--- src/rtl/tspt_pkg.sv ---
// Shared constants, types and field offsets for the two-axis step pulse timer.
// Used by tspt_div, tspt_axis, two_axis_step_pulse_timer_core and the testbench; depends on nothing.
package tspt_pkg;

  localparam int unsigned TIME_BITS = 16;
  localparam int unsigned STEP_BITS = 16;
  localparam int unsigned WIDE_BITS = TIME_BITS + 1;
  localparam int unsigned CNT_W     = $clog2(WIDE_BITS);

  // Input tdata layout, lowest bit first.
  localparam int unsigned TB_OFS     = TIME_BITS;
  localparam int unsigned TBACK_OFS  = TIME_BITS + STEP_BITS;
  localparam int unsigned RS_OFS     = TIME_BITS + STEP_BITS + 1;
  localparam int unsigned RBACK_OFS  = TIME_BITS + 2 * STEP_BITS + 1;
  localparam int unsigned IN_BITS    = TIME_BITS + 2 * STEP_BITS + 2;
  localparam int unsigned IN_DATA_W  = ((IN_BITS + 7) / 8) * 8;
  localparam int unsigned OUT_BITS   = 4;
  localparam int unsigned OUT_DATA_W = ((OUT_BITS + 7) / 8) * 8;

  localparam logic OP_START = 1'b0;
  localparam logic OP_TICK  = 1'b1;

  typedef enum logic [1:0] {
    S_IDLE,
    S_DIV,
    S_TICK,
    S_FIN
  } state_e;

  typedef enum logic [1:0] {
    K_START,
    K_TICK,
    K_NOP
  } kind_e;

  typedef struct packed {
    logic load;       // start transfer: load steps, direction, divider
    logic div_step;   // one quotient bit
    logic tick_step;  // one time bit through the serial compare and add
    logic per_load;   // take the finished quotient as the interval
    logic commit;     // apply the pulse decision of a tick
    logic end_move;   // drop all steps not yet issued
  } axis_ctl_t;

  typedef struct packed {
    logic pulse;
    logic dir;
  } axis_res_t;

endpackage

--- src/rtl/two_axis_step_pulse_timer_core.sv ---
// Top level of the two-axis step pulse timer: stream ports, sequencer, elapsed-time
// and duration shift registers, result register. Depends on tspt_pkg and tspt_axis.
//
//   channel  dir  handshake                     contents
//   s_axis   in   s_axis_tvalid/s_axis_tready   tdata: move and step counts, tuser: op
//   m_axis   out  m_axis_tvalid/m_axis_tready   tdata: pulses and directions, tlast: done
//
// A start transfer runs the serial divider, one quotient bit per cycle. A tick during a move
// passes the 17-bit time words one bit per cycle through the serial compares and adders.
// A tick while idle goes straight to the final state.
// Reset leaves the block idle with no move. A stalled result waits in the output register
// while the next transfer is taken; that item then holds in its final state until the
// output register frees.
module two_axis_step_pulse_timer_core (
  input  logic                             clk_i,
  input  logic                             rst_ni,
  input  logic                             s_axis_tvalid,
  output logic                             s_axis_tready,
  // tdata: move_time, theta_steps, theta_backward, rho_steps, rho_backward, zero pad
  input  logic [tspt_pkg::IN_DATA_W-1:0]   s_axis_tdata,
  // tuser: op
  input  logic                             s_axis_tuser,
  output logic                             m_axis_tvalid,
  input  logic                             m_axis_tready,
  // tdata: theta_pulse, theta_dir_out, rho_pulse, rho_dir_out, zero pad
  output logic [tspt_pkg::OUT_DATA_W-1:0]  m_axis_tdata,
  // tlast: move_done
  output logic                             m_axis_tlast
);
  import tspt_pkg::*;

  state_e               state_q, state_d;
  kind_e                kind_q;
  logic [CNT_W-1:0]     cnt_q;
  logic                 active_q;
  logic [WIDE_BITS-1:0] el_q, dur_q;
  logic                 brw_q, cry_q;
  logic                 m_valid_q;
  logic [OUT_BITS-1:0]  m_data_q;
  logic                 m_last_q;

  logic                 s_xfer;
  logic                 out_free;
  logic                 out_load;
  logic                 is_start;
  logic                 reached;
  logic                 e_bit, u_bit;
  axis_ctl_t            ctl;
  axis_res_t            th_res, rh_res;
  logic [TIME_BITS-1:0] in_time;

  assign in_time  = s_axis_tdata[TIME_BITS-1:0];
  assign s_xfer   = s_axis_tvalid && s_axis_tready;
  assign is_start = (s_axis_tuser == OP_START);
  assign out_free = !m_valid_q || m_axis_tready;
  assign e_bit    = el_q[0];
  assign u_bit    = dur_q[0];
  assign reached  = !brw_q;

  // Next state.
  always_comb begin
    state_d = state_q;
    unique case (state_q)
      S_IDLE: begin
        if (s_xfer) begin
          if (is_start) state_d = S_DIV;
          else if (active_q) state_d = S_TICK;
          else state_d = S_FIN;
        end
      end
      S_DIV, S_TICK: begin
        if (cnt_q == '0) state_d = S_FIN;
      end
      S_FIN: begin
        if (out_free) state_d = S_IDLE;
      end
      default: state_d = S_IDLE;
    endcase
  end

  // Outputs of the sequencer.
  always_comb begin
    s_axis_tready = 1'b0;
    out_load      = 1'b0;
    ctl           = '0;
    unique case (state_q)
      S_IDLE: begin
        s_axis_tready = 1'b1;
        ctl.load      = s_xfer && is_start;
      end
      S_DIV:  ctl.div_step = 1'b1;
      S_TICK: ctl.tick_step = 1'b1;
      S_FIN: begin
        out_load     = out_free;
        ctl.per_load = out_free && (kind_q == K_START);
        ctl.commit   = out_free && (kind_q == K_TICK);
        ctl.end_move = out_free && (((kind_q == K_TICK) && reached) ||
                                    ((kind_q == K_START) && (dur_q == '0)));
      end
      default: ;
    endcase
  end

  always_ff @(posedge clk_i or negedge rst_ni) begin
    if (!rst_ni) begin
      state_q   <= S_IDLE;
      kind_q    <= K_NOP;
      cnt_q     <= '0;
      active_q  <= 1'b0;
      brw_q     <= 1'b0;
      cry_q     <= 1'b1;
      m_valid_q <= 1'b0;
    end else begin
      state_q <= state_d;
      if (state_q == S_IDLE && s_xfer) begin
        if (is_start) begin
          kind_q <= K_START;
          cnt_q  <= CNT_W'(TIME_BITS - 1);
        end else begin
          kind_q <= active_q ? K_TICK : K_NOP;
          cnt_q  <= CNT_W'(WIDE_BITS - 1);
        end
      end else if (cnt_q != '0) begin
        cnt_q <= cnt_q - 1'b1;
      end
      if (ctl.tick_step) begin
        brw_q <= (~e_bit & u_bit) | (~(e_bit ^ u_bit) & brw_q);
        cry_q <= e_bit & cry_q;
      end else if (out_load) begin
        brw_q <= 1'b0;
        cry_q <= 1'b1;
      end
      // A new move only goes live once its intervals are in place.
      if (ctl.load) begin
        active_q <= 1'b0;
      end else if (ctl.per_load) begin
        active_q <= (dur_q != '0);
      end else if (ctl.commit && reached) begin
        active_q <= 1'b0;
      end
      if (out_load) m_valid_q <= 1'b1;
      else if (m_axis_tready) m_valid_q <= 1'b0;
    end
  end

  // Elapsed time counts up by one per tick through a serial incrementer.
  always_ff @(posedge clk_i) begin
    if (ctl.load) begin
      el_q  <= '0;
      dur_q <= {1'b0, in_time};
    end else if (ctl.tick_step) begin
      el_q  <= {e_bit ^ cry_q, el_q[WIDE_BITS-1:1]};
      dur_q <= {u_bit, dur_q[WIDE_BITS-1:1]};
    end
    if (out_load) begin
      if (kind_q == K_TICK) begin
        m_data_q <= {rh_res.dir, rh_res.pulse, th_res.dir, th_res.pulse};
        m_last_q <= reached;
      end else begin
        m_data_q <= '0;
        m_last_q <= (kind_q == K_START) && (dur_q == '0);
      end
    end
  end

  tspt_axis u_theta (
    .clk_i   (clk_i),
    .rst_ni  (rst_ni),
    .ctl_i   (ctl),
    .dur_i   ((ctl.load ? in_time : dur_q[TIME_BITS-1:0])),
    .steps_i (s_axis_tdata[TB_OFS +: STEP_BITS]),
    .back_i  (s_axis_tdata[TBACK_OFS]),
    .t_bit_i (e_bit),
    .res_o   (th_res)
  );

  tspt_axis u_rho (
    .clk_i   (clk_i),
    .rst_ni  (rst_ni),
    .ctl_i   (ctl),
    .dur_i   ((ctl.load ? in_time : dur_q[TIME_BITS-1:0])),
    .steps_i (s_axis_tdata[RS_OFS +: STEP_BITS]),
    .back_i  (s_axis_tdata[RBACK_OFS]),
    .t_bit_i (e_bit),
    .res_o   (rh_res)
  );

  assign m_axis_tvalid = m_valid_q;
  assign m_axis_tdata  = {{(OUT_DATA_W - OUT_BITS){1'b0}}, m_data_q};
  assign m_axis_tlast  = m_last_q;

`ifndef ASSERT_OFF
  a_done_idle: assert property (@(posedge clk_i) disable iff (!rst_ni)
    out_load |=> (!m_axis_tlast || !active_q))
    else $error("move_done reported while a move is still active");

  a_dir_needs_pulse: assert property (@(posedge clk_i) disable iff (!rst_ni)
    m_axis_tvalid |-> ((m_axis_tdata[0] || !m_axis_tdata[1]) &&
                       (m_axis_tdata[2] || !m_axis_tdata[3])))
    else $error("direction set without a pulse");

  a_busy_after_xfer: assert property (@(posedge clk_i) disable iff (!rst_ni)
    s_xfer |=> !s_axis_tready)
    else $error("input ready right after a transfer");

  a_active_dur: assert property (@(posedge clk_i) disable iff (!rst_ni)
    active_q |-> (dur_q != '0))
    else $error("active move with zero duration");

  a_tick_active: assert property (@(posedge clk_i) disable iff (!rst_ni)
    (state_q == S_TICK) |-> active_q)
    else $error("serial tick pass without an active move");
`endif

endmodule

--- src/rtl/tspt_div.sv ---
// Bit-serial restoring divider: one quotient bit per step, MSB first.
// Uses widths from tspt_pkg; instantiated once per axis by tspt_axis.
module tspt_div (
  input  logic                            clk_i,
  input  logic                            load_i,
  input  logic                            step_i,
  input  logic [tspt_pkg::TIME_BITS-1:0]  dividend_i,
  input  logic [tspt_pkg::STEP_BITS-1:0]  divisor_i,
  output logic [tspt_pkg::TIME_BITS-1:0]  quot_o
);
  import tspt_pkg::*;

  logic [STEP_BITS-1:0] rem_q, rem_d;
  logic [TIME_BITS-1:0] quo_q, quo_d;
  logic [STEP_BITS-1:0] dvs_q;
  logic [STEP_BITS:0]   trial;
  logic [STEP_BITS:0]   diff;
  logic                 fits;

  always_comb begin
    trial = {rem_q, quo_q[TIME_BITS-1]};
    diff  = trial - {1'b0, dvs_q};
    fits  = trial >= {1'b0, dvs_q};
    rem_d = fits ? diff[STEP_BITS-1:0] : trial[STEP_BITS-1:0];
    quo_d = {quo_q[TIME_BITS-2:0], fits};
  end

  always_ff @(posedge clk_i) begin
    if (load_i) begin
      rem_q <= '0;
      quo_q <= dividend_i;
      dvs_q <= divisor_i;
    end else if (step_i) begin
      rem_q <= rem_d;
      quo_q <= quo_d;
    end
  end

  assign quot_o = quo_q;

endmodule

--- src/rtl/tspt_axis.sv ---
// One axis: step count, direction, interval and due time, with a bit-serial
// compare of elapsed time against the due time and a serial add of the interval.
// Depends on tspt_pkg and tspt_div.
module tspt_axis (
  input  logic                            clk_i,
  input  logic                            rst_ni,
  input  tspt_pkg::axis_ctl_t             ctl_i,
  input  logic [tspt_pkg::TIME_BITS-1:0]  dur_i,
  input  logic [tspt_pkg::STEP_BITS-1:0]  steps_i,
  input  logic                            back_i,
  input  logic                            t_bit_i,
  output tspt_pkg::axis_res_t             res_o
);
  import tspt_pkg::*;

  logic [STEP_BITS-1:0] left_q;
  logic                 back_q;
  logic                 zero_q;
  logic                 brw_q, cry_q;
  logic [WIDE_BITS-1:0] due_q, per_q, sum_q;
  logic [TIME_BITS-1:0] quot;
  logic                 d_bit, p_bit, s_bit, cry_d, brw_d;
  logic                 pulse;

  tspt_div u_div (
    .clk_i      (clk_i),
    .load_i     (ctl_i.load),
    .step_i     (ctl_i.div_step),
    .dividend_i (dur_i),
    .divisor_i  (steps_i),
    .quot_o     (quot)
  );

  always_comb begin
    d_bit = due_q[0];
    p_bit = per_q[0];
    s_bit = d_bit ^ p_bit ^ cry_q;
    cry_d = (d_bit & p_bit) | (cry_q & (d_bit ^ p_bit));
    // Borrow of elapsed minus due, LSB first; no final borrow means due has been reached.
    brw_d = (~t_bit_i & d_bit) | (~(t_bit_i ^ d_bit) & brw_q);
    pulse = (left_q != '0) && !brw_q;
  end

  always_ff @(posedge clk_i or negedge rst_ni) begin
    if (!rst_ni) begin
      left_q <= '0;
      back_q <= 1'b0;
      zero_q <= 1'b0;
      brw_q  <= 1'b0;
      cry_q  <= 1'b0;
    end else begin
      if (ctl_i.load) begin
        left_q <= steps_i;
        back_q <= back_i;
        zero_q <= (steps_i == '0);
        brw_q  <= 1'b0;
        cry_q  <= 1'b0;
      end else if (ctl_i.tick_step) begin
        brw_q <= brw_d;
        cry_q <= cry_d;
      end else if (ctl_i.commit || ctl_i.per_load) begin
        brw_q <= 1'b0;
        cry_q <= 1'b0;
      end
      if (ctl_i.end_move) begin
        left_q <= '0;
      end else if (ctl_i.commit && pulse) begin
        left_q <= left_q - 1'b1;
      end
    end
  end

  always_ff @(posedge clk_i) begin
    if (ctl_i.load) begin
      due_q <= '0;
    end else if (ctl_i.tick_step) begin
      due_q <= {d_bit, due_q[WIDE_BITS-1:1]};
      per_q <= {p_bit, per_q[WIDE_BITS-1:1]};
      sum_q <= {s_bit, sum_q[WIDE_BITS-1:1]};
    end else if (ctl_i.commit && pulse) begin
      due_q <= sum_q;
    end
    if (ctl_i.per_load) begin
      per_q <= {1'b0, (zero_q ? dur_i : quot)};
    end
  end

  assign res_o.pulse = pulse;
  assign res_o.dir   = pulse & back_q;

endmodule

--- config.mk ---
export PLATFORM = sky130hd
export DESIGN_NAME = two_axis_step_pulse_timer_core
export DESIGN_NICKNAME = d
export VERILOG_FILES = /design/src/rtl/tspt_pkg.sv /design/src/rtl/two_axis_step_pulse_timer_core.sv /design/src/rtl/tspt_div.sv /design/src/rtl/tspt_axis.sv
export SDC_FILE = /design/constraint.sdc
export NUM_CORES = 1
export LEC_CHECK = 0
export ABC_AREA = 1
export ABC_CLOCK_PERIOD_IN_PS = 3500
export BUFFER_PORTS_ARGS = -buffer_cell sky130_fd_sc_hd__buf_2
export CAP_MARGIN = 5
export CORE_MARGIN = 4
export CORE_UTILIZATION = 60
export CTS_CLUSTER_DIAMETER = 30
export DETAILED_ROUTE_END_ITERATION = 7
export GPL_TIMING_DRIVEN = 0
export HOLD_SLACK_MARGIN = 0.03
export PLACE_DENSITY_LB_ADDON = 0.3
export SYNTH_ARGS = -nofsm -noshare
export SYNTH_HDL_FRONTEND = slang
export SYNTH_HIERARCHICAL = 1
export SYNTH_SLANG_ARGS = --single-unit
--- constraint.sdc ---
create_clock -name clk_i -period 3.5 [get_ports clk_i]
set_input_delay 0.7 -clock clk_i [delete_from_list [all_inputs] [get_ports clk_i]]
set_output_delay 0.7 -clock clk_i [all_outputs]
set_load 0.01 [all_outputs]
Word-level counts from Yosys, hierarchy flattened
Cells that the tools add are included.
- add/sub/neg operators: 5
- order comparisons: 2
- equal/unequal tests: 8
- muxes and demuxes: 63
- bitwise gates (word level): 32
- reductions and logical operators: 46
- operator list (kind ; number):
    16-bit 2-to-1 mux ; 23
    17-bit 2-to-1 mux ; 4
    17-bit by 16-bit >= comparator with 1-bit output ; 2
    16-bit zero test ; 2
    16-bit nonzero test ; 2
    16-bit by 1-bit subtractor with 16-bit output (second input constant) ; 2
    16-bit subtractor ; 2
    1-bit 2-to-1 mux ; 25
    17-bit zero test ; 1
    17-bit nonzero test ; 1
    2-bit nonzero test ; 8
    5-bit 2-to-1 mux ; 3
    1-bit AND ; 13
    1-bit logical AND ; 13
    2-bit 2-to-1 mux ; 6
    3-bit nonzero test ; 4
    1-bit bitwise XOR ; 8
    2-bit != test (second input constant) ; 3
    1-bit NOT ; 6
    2-bit one-hot mux with 3 select lines ; 1
    5-bit zero test ; 1
    1-bit OR ; 5
    5-bit nonzero test ; 1
    5-bit by 1-bit subtractor with 5-bit output (second input constant) ; 1
    other kinds (10) ; 19
- bits in registers: 290
- output and inout port bits: 11
- word-level logic and storage cells: 192

Depth between registers and ports, before layout
- word-level depth: 9
- depth in mapped cells: 15
- gate-level depth less buffers: 14

Cells and area by module
The synthesis kept the hierarchy.
- by module, submodules not included (module ; instances ; cells each ; area each (um^2) ; sequential area each (um^2)):
    tspt_axis (u_rho) ; 1 ; 490 ; 3752.3 ; 1851.8
    tspt_axis (u_theta) ; 1 ; 491 ; 3748.6 ; 1851.8
    tspt_div (u_rho.u_div) ; 1 ; 412 ; 3109.2 ; 1281.2
    tspt_div (u_theta.u_div) ; 1 ; 412 ; 3034.2 ; 1281.2
    two_axis_step_pulse_timer_core ; 1 ; 332 ; 2598.7 ; 1318.8

Worst setup path before layout
Ideal clock, no wire load.
- path type: register -> register
- start point: register state_q[0]
- end point: register u_rho.per_q[0], enable pin
- setup time: 0.372 ns
- data arrival time: 2.638 ns
- required time: 3.128 ns
- slack: 0.491 ns
- stages on the path, launching flop included: 9
- path buffers: 2
- period minus slack after synthesis: 3.009 ns
- path through: dfrtp_1 > inv_1 > ha_1 > clkbuf_1 > inv_1 > buf_2 > nor2_1 > inv_1 > nand2_1
- RTL lines (what ; line ; source):
    start, declared ; two_axis_step_pulse_timer_core.sv:32 ; state_e state_q, state_d;
    start signal, assigned ; two_axis_step_pulse_timer_core.sv:114 ; state_q <= state_d;
    end signal, assigned ; tspt_axis.sv:78 ; per_q <= {p_bit, per_q[WIDE_BITS-1:1]};
    end signal, assigned ; tspt_axis.sv:84 ; per_q <= {1'b0, (zero_q ? dur_i : quot)};
    end, declared ; tspt_axis.sv:20 ; logic [WIDE_BITS-1:0] due_q, per_q, sum_q;

==> out/qor.txt <==
status = finished, final reports clean
# nets final = 2373
fraction of layout cells with a size suffix above 1 = 12.0%
Antenna diodes = 0
# hold bufs at CTS = 0
synthesized flop and latch total = 290
die width = 173 um
Global Route Usage Sum = 27.1%
Final Power = 18.8 mW
Synth Area in XOR/XNOR = 0.863%
RSZ-0062 raised after global routing = false
Cell Area, Synth = 16200 um^2
Critical R2R Capture = u_rho/u_div/quot_o[10]
total grt overflow = 0
Mapped Avg Cell Area = 7.60 um^2
IO Port Bufs = 61
final hold violations = 0
Worst Hold Class = in -> async
Compound-Gate Fraction of Synth Area = 7.12%
critical path data arrival time = 3530 ps
Vert. Die Dim = 173 um
Slew Limit Fails = 0
largest net degree at the start of global routing = 54
largest family of logic cells by synthesized area = simple AND/OR/NAND/NOR gates
critical path fanouts, max = 24
Rel. slew slack = 14.1%
worst reg-to-reg setup slack = 310 ps
antenna violations before repair = 0
EDFF count, synth = 151
register area share after synthesis = 46.7%
root buf cell = clkbuf_16
Worst Setup End Kind = flip-flop
Max IR drop VDD = 0.661 mV
cell taking the most area after synthesis = edfxtp_1
Reg-to-Reg Start = state_q[0]
power per cell area = 990 nW/um^2
Slew @ Worst Pin = 1280 ps
H-tree lvl count = 2
Fmax = 313 MHz
Post-synth top cells = nand2_1 (870), inv_1 (237), edfxtp_1 (151), nor2_1 (124), nand3_1 (123)
FF-to-FF path depth = 9
final period utilization = 91.2%
DP HPWL = 27.6 mm
Residual DRC = 0
vias per inst = 5.57
Worst-Skew Late Latency = 580 ps
Syn. warnings = 6
critical path class = reg -> reg
vias in the first global route = 14424
Final setup violation count = 0
fraction of registers with async set/reset = 18.3%
# Max-Cap Violations = 0
most frequent cell after synthesis = nand2_1
Cell variety after synth = 49
Die ar. = 29800 um^2
kind of start point of the critical path = flip-flop
post-synthesis adder-cell area fraction = 4.04%
Synth Area in Simple Gates = 32.4%
router iterations before antenna repair = 6
sinks on the clock net = 290
final worst slack = 307 ps
Synth Instances = 2137
CTS tree = yes
first-pass GRT wire length = 68.5 mm
routed wire length = 41.7 mm
CTS Buf Count = 58
via count = 14740
# rows = 59
leakage = 9.36 nW
placed insts = 2536
boundary pin count = 72
Worst Path Required = 3830 ps
RePlAce Congestion = 0.985
CORE AREA = 26400 um^2
Starting DRT DRC Count = 1510
Synth Flop Type = edfxtp_1
clock transition at the registers of the reported paths = 50 ps
Synth area leaders = edfxtp_1 (28%), nand2_1 (20%), dfxtp_1 (11%), dfrtp_1 (7.9%), inv_1 (5.5%)
area grow syn2layout = 17.0%
Post-Place Setup Slack = -141 ps
clock skew = 26.5 ps
top-area cell type share of the netlist area = 27.9%
WL/cell = 15.8 um
Final TNS setup = 0 ps
Clock Path Buffers = 3
Tmin final = 3190 ps
Initial Utilization = 61.6%
Final ANT Viol Nets = 0
post-synthesis mux area share = 0%
Finished Layout Cells = 2647
-- critical path, cell delays in order, from the launching register on --
cell and delay, ps:
dfrtp_1 400, inv_1 160, ha_1 270, nand2_4 170, nor2_8 500, clkbuf_1 480
clkinv_1 430, clkbuf_1 330, nand2_1 140, nand2_1 70
-- routing by layer --
| layer | GRT usage, % | vias up | wire [um] |
|---|---|---|---|
| met5 | 0 | - | 0 |
| met4 | 9.75 | 0 | 1250 |
| met3 | 4.19 | 97 | 3380 |
| met2 | 45.4 | 630 | 19500 |
| met1 | 36.2 | 6921 | 17600 |
| li1 | - | 7092 | - |
-- cell type report --
type	instances	area, um^2
buffer	73	482
clock buffer	76	1640
clock inverter	34	348
fill	1970	7340
inverter	253	960
multi-input combinational	1525	7270
sequential	290	7580
tap	335	419
timing repair buffer	61	308
-- cell usage in the layout, fill, tap and decap left out, types with 5 or more instances in the layout --
master        n
a21oi_1      60
buf_2        73
buf_4        11
buf_6        14
clkbuf_1     35
clkbuf_16    60
clkbuf_8     10
clkinv_1      8
clkinv_2     12
clkinv_4      6
clkinvlp_4    9
dfrtp_1      51
dfxtp_1      86
edfxtp_1    151
ha_1         46
inv_1       235
inv_2         8
nand2_1     868
nand2_2      14
nand2_4       8
nand3_1     123
nand3_2       7
nand3b_1     26
nand4_1      31
nor2_1      122
nor2_2       16
nor2_4        5
nor3_1        6
nor4_1        8
o21ai_0     116
o21ai_1      16
o21bai_1      7
o22ai_1       5
xnor2_1      10
xor2_1        6
-- timing repair --
| action | CTS | global route |
|---|---|---|
| pin swaps | 0 | 1 |
| endpoints found under the setup margin | 36 | 68 |
| setup buffers | 0 | 0 |
| cloned | 0 | 1 |
| gates resized for setup | 3 | 3 |
| hold endpoints to repair | 0 | 0 |
-- worst max path at each step --
stage / startpoint / endpoint
floorplan: state_q[0] / u_rho/per_q[0]
global placement: state_q[0] / u_rho/per_q[10]
detailed placement: m_axis_tready / u_theta/per_q[10]
CTS: state_q[0] / u_theta/u_div/quot_o[15]
global route: state_q[0] / u_theta/per_q[14]
finish: state_q[0] / u_rho/u_div/quot_o[10]
-- metrics by stage --
stage	hold WS (ps)	util [%]	cell area, um^2
6_report	194	72.1	19000
5_1_grt	244	72.1	19000
4_1_cts	318	72.0	19000
3_5_place_dp	434	64.4	17000
3_3_place_gp	431	64.4	17000
2_1_floorplan	404	-	16300
-- where the power goes --
| part | total, mW | internal, mW | leakage (nW) | switching (mW) |
|---|---|---|---|---|
| logic | 7.26 | 2.40 | 5.61 | 4.87 |
| registers | 6.13 | 5.34 | 2.79 | 0.791 |
| clock network | 5.42 | 3.54 | 0.959 | 1.87 |
-- cells by family (layout without fill, tap and decap cells) --
logic type               after synthesis  after routing
buffers and inverters                326            497
XOR/XNOR                              16             16
other                                  1              4
AO/OA/AOI/OAI                        216            216
AND/OR/NAND/NOR                     1238           1239
adder cells (fa/ha/maj)               50             50
flip-flops                           290            290
-- sequential cells by signal, indices dropped and copies added, names as in the netlist, 17 cells and up --
name,cells
u_rho/due_q,17
u_theta/due_q,17
el_q,17
u_rho/per_q,17
u_theta/sum_q,17
dur_q,17
u_theta/per_q,17
u_rho/sum_q,17
Power figures use the tool's default switching activity.
